File: src/sv/edge_pair_hash_table_macros.svh
// assertion helpers used by the file that checks this block
`ifndef EDGE_PAIR_HASH_TABLE_MACROS_SVH
`define EDGE_PAIR_HASH_TABLE_MACROS_SVH

// same-cycle implication, sampled on clk, off during reset
`define EPHT_ASSERT_IMPLY(label, ante, cons, msg) \
    label: assert property (@(posedge clk) disable iff (!rst_n) (ante) |-> (cons)) \
        else $error(msg);

// next-cycle implication, sampled on clk, off during reset
`define EPHT_ASSERT_NEXT(label, ante, cons, msg) \
    label: assert property (@(posedge clk) disable iff (!rst_n) (ante) |=> (cons)) \
        else $error(msg);

`endif

File: src/sv/epht_pkg.sv
package epht_pkg;

    // default sizes
    localparam int TABLE_SLOTS_DEF = 4096;
    localparam int MAX_EDGES_DEF   = 2048;

    // fixed field widths
    localparam int VERTEX_W     = 32;
    localparam int KEY_W        = 2 * VERTEX_W;
    localparam int EDGE_ID_W    = 11;
    localparam int EDGE_TOTAL_W = 12;
    localparam int LOG2_W       = 4;

    // table size register
    localparam logic [LOG2_W-1:0] TABLE_LOG2_RESET = 4'd12;
    localparam logic [LOG2_W-1:0] TABLE_LOG2_MIN   = 4'd4;
    localparam int                TABLE_LOG2_CAP   = 15;

    // hash finalizer constants
    localparam logic [KEY_W-1:0] HASH_MUL1  = 64'hff51_afd7_ed55_8ccd;
    localparam logic [KEY_W-1:0] HASH_MUL2  = 64'hc4ce_b9fe_1a85_ec53;
    localparam int               HASH_SHIFT = 33;

    typedef enum logic [1:0] {
        CMD_INTERN = 2'd0,
        CMD_FIND   = 2'd1,
        CMD_READ   = 2'd2,
        CMD_CLEAR  = 2'd3
    } cmd_t;

    typedef enum logic [1:0] {
        STATUS_FOUND = 2'd0,
        STATUS_NEW   = 2'd1,
        STATUS_MISS  = 2'd2,
        STATUS_FULL  = 2'd3
    } status_t;

    typedef struct packed {
        cmd_t                  command;
        logic [VERTEX_W-1:0]   vertex_a;
        logic [VERTEX_W-1:0]   vertex_b;
        logic [EDGE_ID_W-1:0]  edge_index;
    } epht_req_t;

    typedef struct packed {
        status_t                 status;
        logic [EDGE_ID_W-1:0]    edge_id;
        logic [VERTEX_W-1:0]     edge_low;
        logic [VERTEX_W-1:0]     edge_high;
        logic [EDGE_TOTAL_W-1:0] edge_total;
    } epht_rsp_t;

    // one xor-shift round of the finalizer
    function automatic logic [KEY_W-1:0] xor_shift(input logic [KEY_W-1:0] k);
        return k ^ (k >> HASH_SHIFT);
    endfunction

endpackage

File: src/sv/epht_mul64.sv
module epht_mul64
    import epht_pkg::*;
(
    input  logic             clk,
    input  logic             rst_n,
    input  logic             start,
    input  logic [KEY_W-1:0] a,
    input  logic [KEY_W-1:0] b,
    output logic             done,
    output logic [KEY_W-1:0] product
);

    localparam int HALF_W = KEY_W / 2;

    // step codes of the partial-product sequence
    localparam logic [1:0] STEP_LL  = 2'd0;
    localparam logic [1:0] STEP_HL  = 2'd1;
    localparam logic [1:0] STEP_LH  = 2'd2;
    localparam logic [1:0] STEP_ACC = 2'd3;

    logic [KEY_W-1:0]  a_reg;
    logic [KEY_W-1:0]  b_reg;
    logic [KEY_W-1:0]  prod_reg;
    logic [KEY_W-1:0]  acc_reg;
    logic [1:0]        step_reg;
    logic              run_reg;
    logic              done_reg;
    logic [HALF_W-1:0] op_x;
    logic [HALF_W-1:0] op_y;
    logic [KEY_W-1:0]  mul_out;

    // shared half-width multiplier, operand halves picked by step
    always_comb
    begin
        op_x    = (step_reg == STEP_HL) ? a_reg[KEY_W-1:HALF_W] : a_reg[HALF_W-1:0];
        op_y    = (step_reg == STEP_LH) ? b_reg[KEY_W-1:HALF_W] : b_reg[HALF_W-1:0];
        mul_out = KEY_W'(op_x) * KEY_W'(op_y);
    end

    // sequencer
    always_ff @(posedge clk or negedge rst_n)
    begin
        if (!rst_n)
        begin
            run_reg  <= 1'b0;
            step_reg <= STEP_LL;
            done_reg <= 1'b0;
        end
        else
        begin
            done_reg <= 1'b0;
            if (start)
            begin
                run_reg  <= 1'b1;
                step_reg <= STEP_LL;
            end
            else if (run_reg)
            begin
                step_reg <= step_reg + 2'd1;
                if (step_reg == STEP_ACC)
                begin
                    run_reg  <= 1'b0;
                    done_reg <= 1'b1;
                end
            end
        end
    end

    // product register and low-64 accumulator
    always_ff @(posedge clk)
    begin
        if (start)
        begin
            a_reg <= a;
            b_reg <= b;
        end
        else if (run_reg)
        begin
            prod_reg <= mul_out;
            case (step_reg) inside
                STEP_HL:
                begin
                    acc_reg <= prod_reg;
                end
                STEP_LH, STEP_ACC:
                begin
                    acc_reg[KEY_W-1:HALF_W] <= acc_reg[KEY_W-1:HALF_W]
                                               + prod_reg[HALF_W-1:0];
                end
                default:
                begin
                    acc_reg <= acc_reg;
                end
            endcase
        end
    end

    assign done    = done_reg;
    assign product = acc_reg;

endmodule

File: config.mk
export PLATFORM = sky130hd
export DESIGN_NAME = epht_mul64
export DESIGN_NICKNAME = d
export VERILOG_FILES = /design/src/sv/edge_pair_hash_table_macros.svh /design/src/sv/epht_pkg.sv /design/src/sv/epht_mul64.sv
export SDC_FILE = /design/constraint.sdc
export NUM_CORES = 2
export LEC_CHECK = 0
export ABC_AREA = 1
export BUFFER_PORTS_ARGS = -buffer_cell sky130_fd_sc_hd__buf_2
export CAP_MARGIN = 20
export CORE_MARGIN = 2
export CORE_UTILIZATION = 59
export DETAILED_ROUTE_END_ITERATION = 10
export PLACE_DENSITY = 0.86
export SLEW_MARGIN = 20
export SYNTH_ARGS = -nofsm -noshare
export SYNTH_HDL_FRONTEND = slang
export SYNTH_SLANG_ARGS = --single-unit
File: constraint.sdc
create_clock -name clk -period 7.2 [get_ports clk]
set_input_delay 0.36 -clock clk [delete_from_list [all_inputs] [get_ports clk]]
set_output_delay 0.36 -clock clk [all_outputs]
set_load 0.02 [all_outputs]
==> out/summary.md <==
Including well taps, the total number of placed cells is 7074. At the end of the flow, the number of nets in the layout was 7589. The remaining max-slew budget at the tightest pin was 29.0%; the largest fanout of any net on the critical path was 10.

The run gives 17.0% as the register area share after synthesis. The total congestion overflow came out at 0. The run finished, with violations left.

The final sum of negative setup slack is -14.59 ns. TritonCTS built the clock tree. Count of vias placed by the detailed router: 40586. The number of global-route vias before repair was 42827.

Setup violations remaining at the end of the flow were counted as 46. The nature of the critical path endpoint is a register. The tools report the number of distinct standard cells referenced by the synthesized netlist as 36. The floorplan die area is 79700 sq um, and the layout filler cell count is 5323. The remaining number of nets flagged by the antenna check after routing was 0; the number of synthesized flops with an enable pin was 256. The wire length per cell after detailed routing came out at 22.9 microns.

The endpoint arrival time on the critical path was 7.96 ns. During I/O placement, the number of pins put on the boundary was 196. Sorting the synthesized cells by area gives the leading types as fa_1 39%, edfxtp_1 17%, inv_1 11%, nand2_1 11%, ha_1 8.2%.

The tools report the final-report max-slew violation count as 0. The number of remaining DRC errors was 0; the post-route standard cell area excluding fillers was 57700 sq um. The logs give 77100 sq um for the area inside the core boundary and 42.2% for the global router's overall resource usage. The clock-pin slew of the registers on the worst-case setup and hold paths works out to 0.06 ns. Wires add up to 168000 microns. Counting every sink on the clock net gives 260. The average footprint of a synthesized cell is 8.38 sq um, and the number of optimization iterations in the first detailed-route pass is 6.

Summed over all instances, the cell type with the most area after synthesis is fa_1. The critical path start-end classification is register to register. By count the netlist is led by 1367 x inv_1, 1342 x nand2_1, 897 x fa_1. The number of maximum-capacitance violations was 0. Synthesis inferred 260 register bits. The logs give 0.0331 ns for the worst clock skew and -0.421 ns for the final worst setup slack. The tightest hold path in the finished design has a slack of 0.119 ns.

The number of nets handed over by synthesis was 6782. Using the TritonRoute via totals, the vias-per-cell ratio works out to 5.54. At the end of routability-driven placement, the weighted congestion stood at 1.05.

The quantity of I/O buffers inserted on ports was 195; the final critical delay including setup and external delays was 7.62 ns. The async set-or-reset flop fraction in the synthesized netlist was 1.54%. For the cell count after synthesis, the log shows 5456. The HPWL after detailed placement is 131000 microns. The cell family with the largest share of critical-path delay was adder cells.

The logs give 28 for the number of buffers inserted during clock tree synthesis and 7323 for the final cell count without fillers. Entering global routing, the biggest net connects 68 pins. In this run the deepest clock path goes through 3 buffers. In this run the worst hold path is classified as primary input to asynchronous set/reset pin. The placement row count was 102.

The synthesized netlist occupies a cell area of 45700 sq um. STA puts the critical path data required time at 7.54 ns. Count of inserted antenna diode cells: 0.

The checks that failed: setup timing. The buffer and inverter count on the worst path is 11. Dominant cell by count in the synthesized netlist: inv_1. For the worst-skew pair, the clock arrives at the later sink with an insertion delay of 0.60 ns.

CTS placed an instance of clkbuf_16 at the clock tree root. Setup repair after global routing could not meet its margin everywhere. The area growth from synthesis to layout is 26.2%. Total count of hold-check failures in the final report: 0. The initial antenna violation count came out at 0. In this design, the stage delay of the slowest critical-path cell is 0.63 ns. From bottom edge to top edge, the die measures 282 microns. The maximum level of the CTS H-tree came out at 1. For the maximum frequency from static timing analysis, the log shows 0.131 GHz. The primary flip-flop cell chosen by synthesis mapping is edfxtp_1. The Yosys step of the flow raised 0 warnings.

Floorplan die width: 282 microns. The cell that appears most often on the critical path is fa_1. At the pin with the least slew margin, the transition time is 1.06 ns.

For this block, the initial DRC count from the detailed router was 3682. The worst setup path is launched from a register. The post-route netlist has 23.3% of its cells at a drive strength greater than 1. The initial standard-cell utilization of the core is 59.3%, and the global-route wire length before repair is 247000 microns. The instance area at placement came out at 51900 sq um.

The slowest stage of the critical path is the fa_2 cell. The share of the clock period used by the worst path after layout was 106%; the fraction of post-synthesis cell area in the top cell type by area was 39.3%.
area by class of cell:
| type | instances | area, sq um | share of cell area, % |
|---|---|---|---|
| sequential | 260 | 7790 | 13.5 |
| timing repair buffer | 946 | 8150 | 14.1 |
| inverter | 1414 | 5390 | 9.34 |
| tap | 1040 | 1300 | 2.26 |
| multi-input combinational | 3613 | 34200 | 59.2 |
| clock buffer | 32 | 716 | 1.24 |
| clock inverter | 18 | 189 | 0.327 |
through the flow:
| stage | util, % | setup WS [ns] |
|---|---|---|
| after floorplan | - | 0.154 |
| after global placement | 67.3 | -0.571 |
| after detailed placement | 67.3 | -0.647 |
| after CTS | 73.2 | -0.233 |
| after global routing | 74.8 | -0.600 |
| final | 74.8 | -0.421 |
placed cells by master (no fill, tap or decap), types with 7 or more instances in the layout:
cell and count:
a21oi_1 37, a21oi_2 25, buf_12 58, buf_16 7, buf_2 194, buf_4 489, buf_6 55, buf_8 11
clkbuf_16 31, dlygate4sd3_1 129, edfxtp_1 256, fa_1 846, fa_2 51, ha_1 247, ha_4 49, inv_1 1320
inv_2 70, inv_4 14, inv_6 8, nand2_1 1210, nand2_2 109, nand2_4 29, nand3_1 84, nand4_1 14
nor2_1 578, nor2_2 83, nor2_4 50, nor3_1 13, nor3_2 10, o21ai_0 18, o21ai_1 7, o21ai_2 30
o21ai_4 31, o21bai_1 9, xnor2_1 13, xor2_1 22, xor2_2 9
worst paths after layout:
kind	startpoint	end	slack, ns	depth (start not counted)
worst min register to register	prod_reg[22]$_DFFE_PP_	product[22]$_DFFE_PP_	0.46	0
worst min-delay path	rst_n	step_reg[1]$_DFFE_PN0P_	0.12	2
worst max-delay path	step_reg[0]$_DFFE_PN0P_	prod_reg[48]$_DFFE_PP_	-0.42	32
worst max register to register	step_reg[0]$_DFFE_PN0P_	prod_reg[48]$_DFFE_PP_	-0.42	32
min in group clk	start	a_reg[24]$_DFFE_PP_	0.35	1
max in group asynchronous	rst_n	run_reg$_DFF_PN0_	6.95	2
metal layers:
metal  track usage [%]  part of all wire [%]  vias to the layer above
met3              9.28                    10                      777
met4              28.7                   9.0                        0
met1              50.5                    34                    19857
met5                 0                     0                        -
li1                  -                     -                    17381
met2              68.5                    46                     2571
logic make-up (layout without fill, tap and decap cells):
| kind of cell | Yosys count | count (layout) | synth area share [%] |
|---|---|---|---|
| xor+xnor | 44 | 44 | 0.843 |
| compound gates | 165 | 165 | 2.25 |
| fa+ha+maj | 1195 | 1195 | 47.4 |
| simple gates | 2209 | 2209 | 18.9 |
| flops | 260 | 260 | 17.0 |
| buf+inv | 1583 | 2410 | 13.5 |
what timing repair did:
action                                  in CTS  in global routing
gates resized for setup                    444                285
hold buffers                               129                  0
pin swaps                                   74                108
hold endpoints to repair                   132                  0
endpoints found under the setup margin      49                 53
gates cloned                                 7                  3
setup buffers                               38                 22
Power is not shown: default switching activity piles up to over one toggle a cycle in this logic, so the estimate is an artifact.
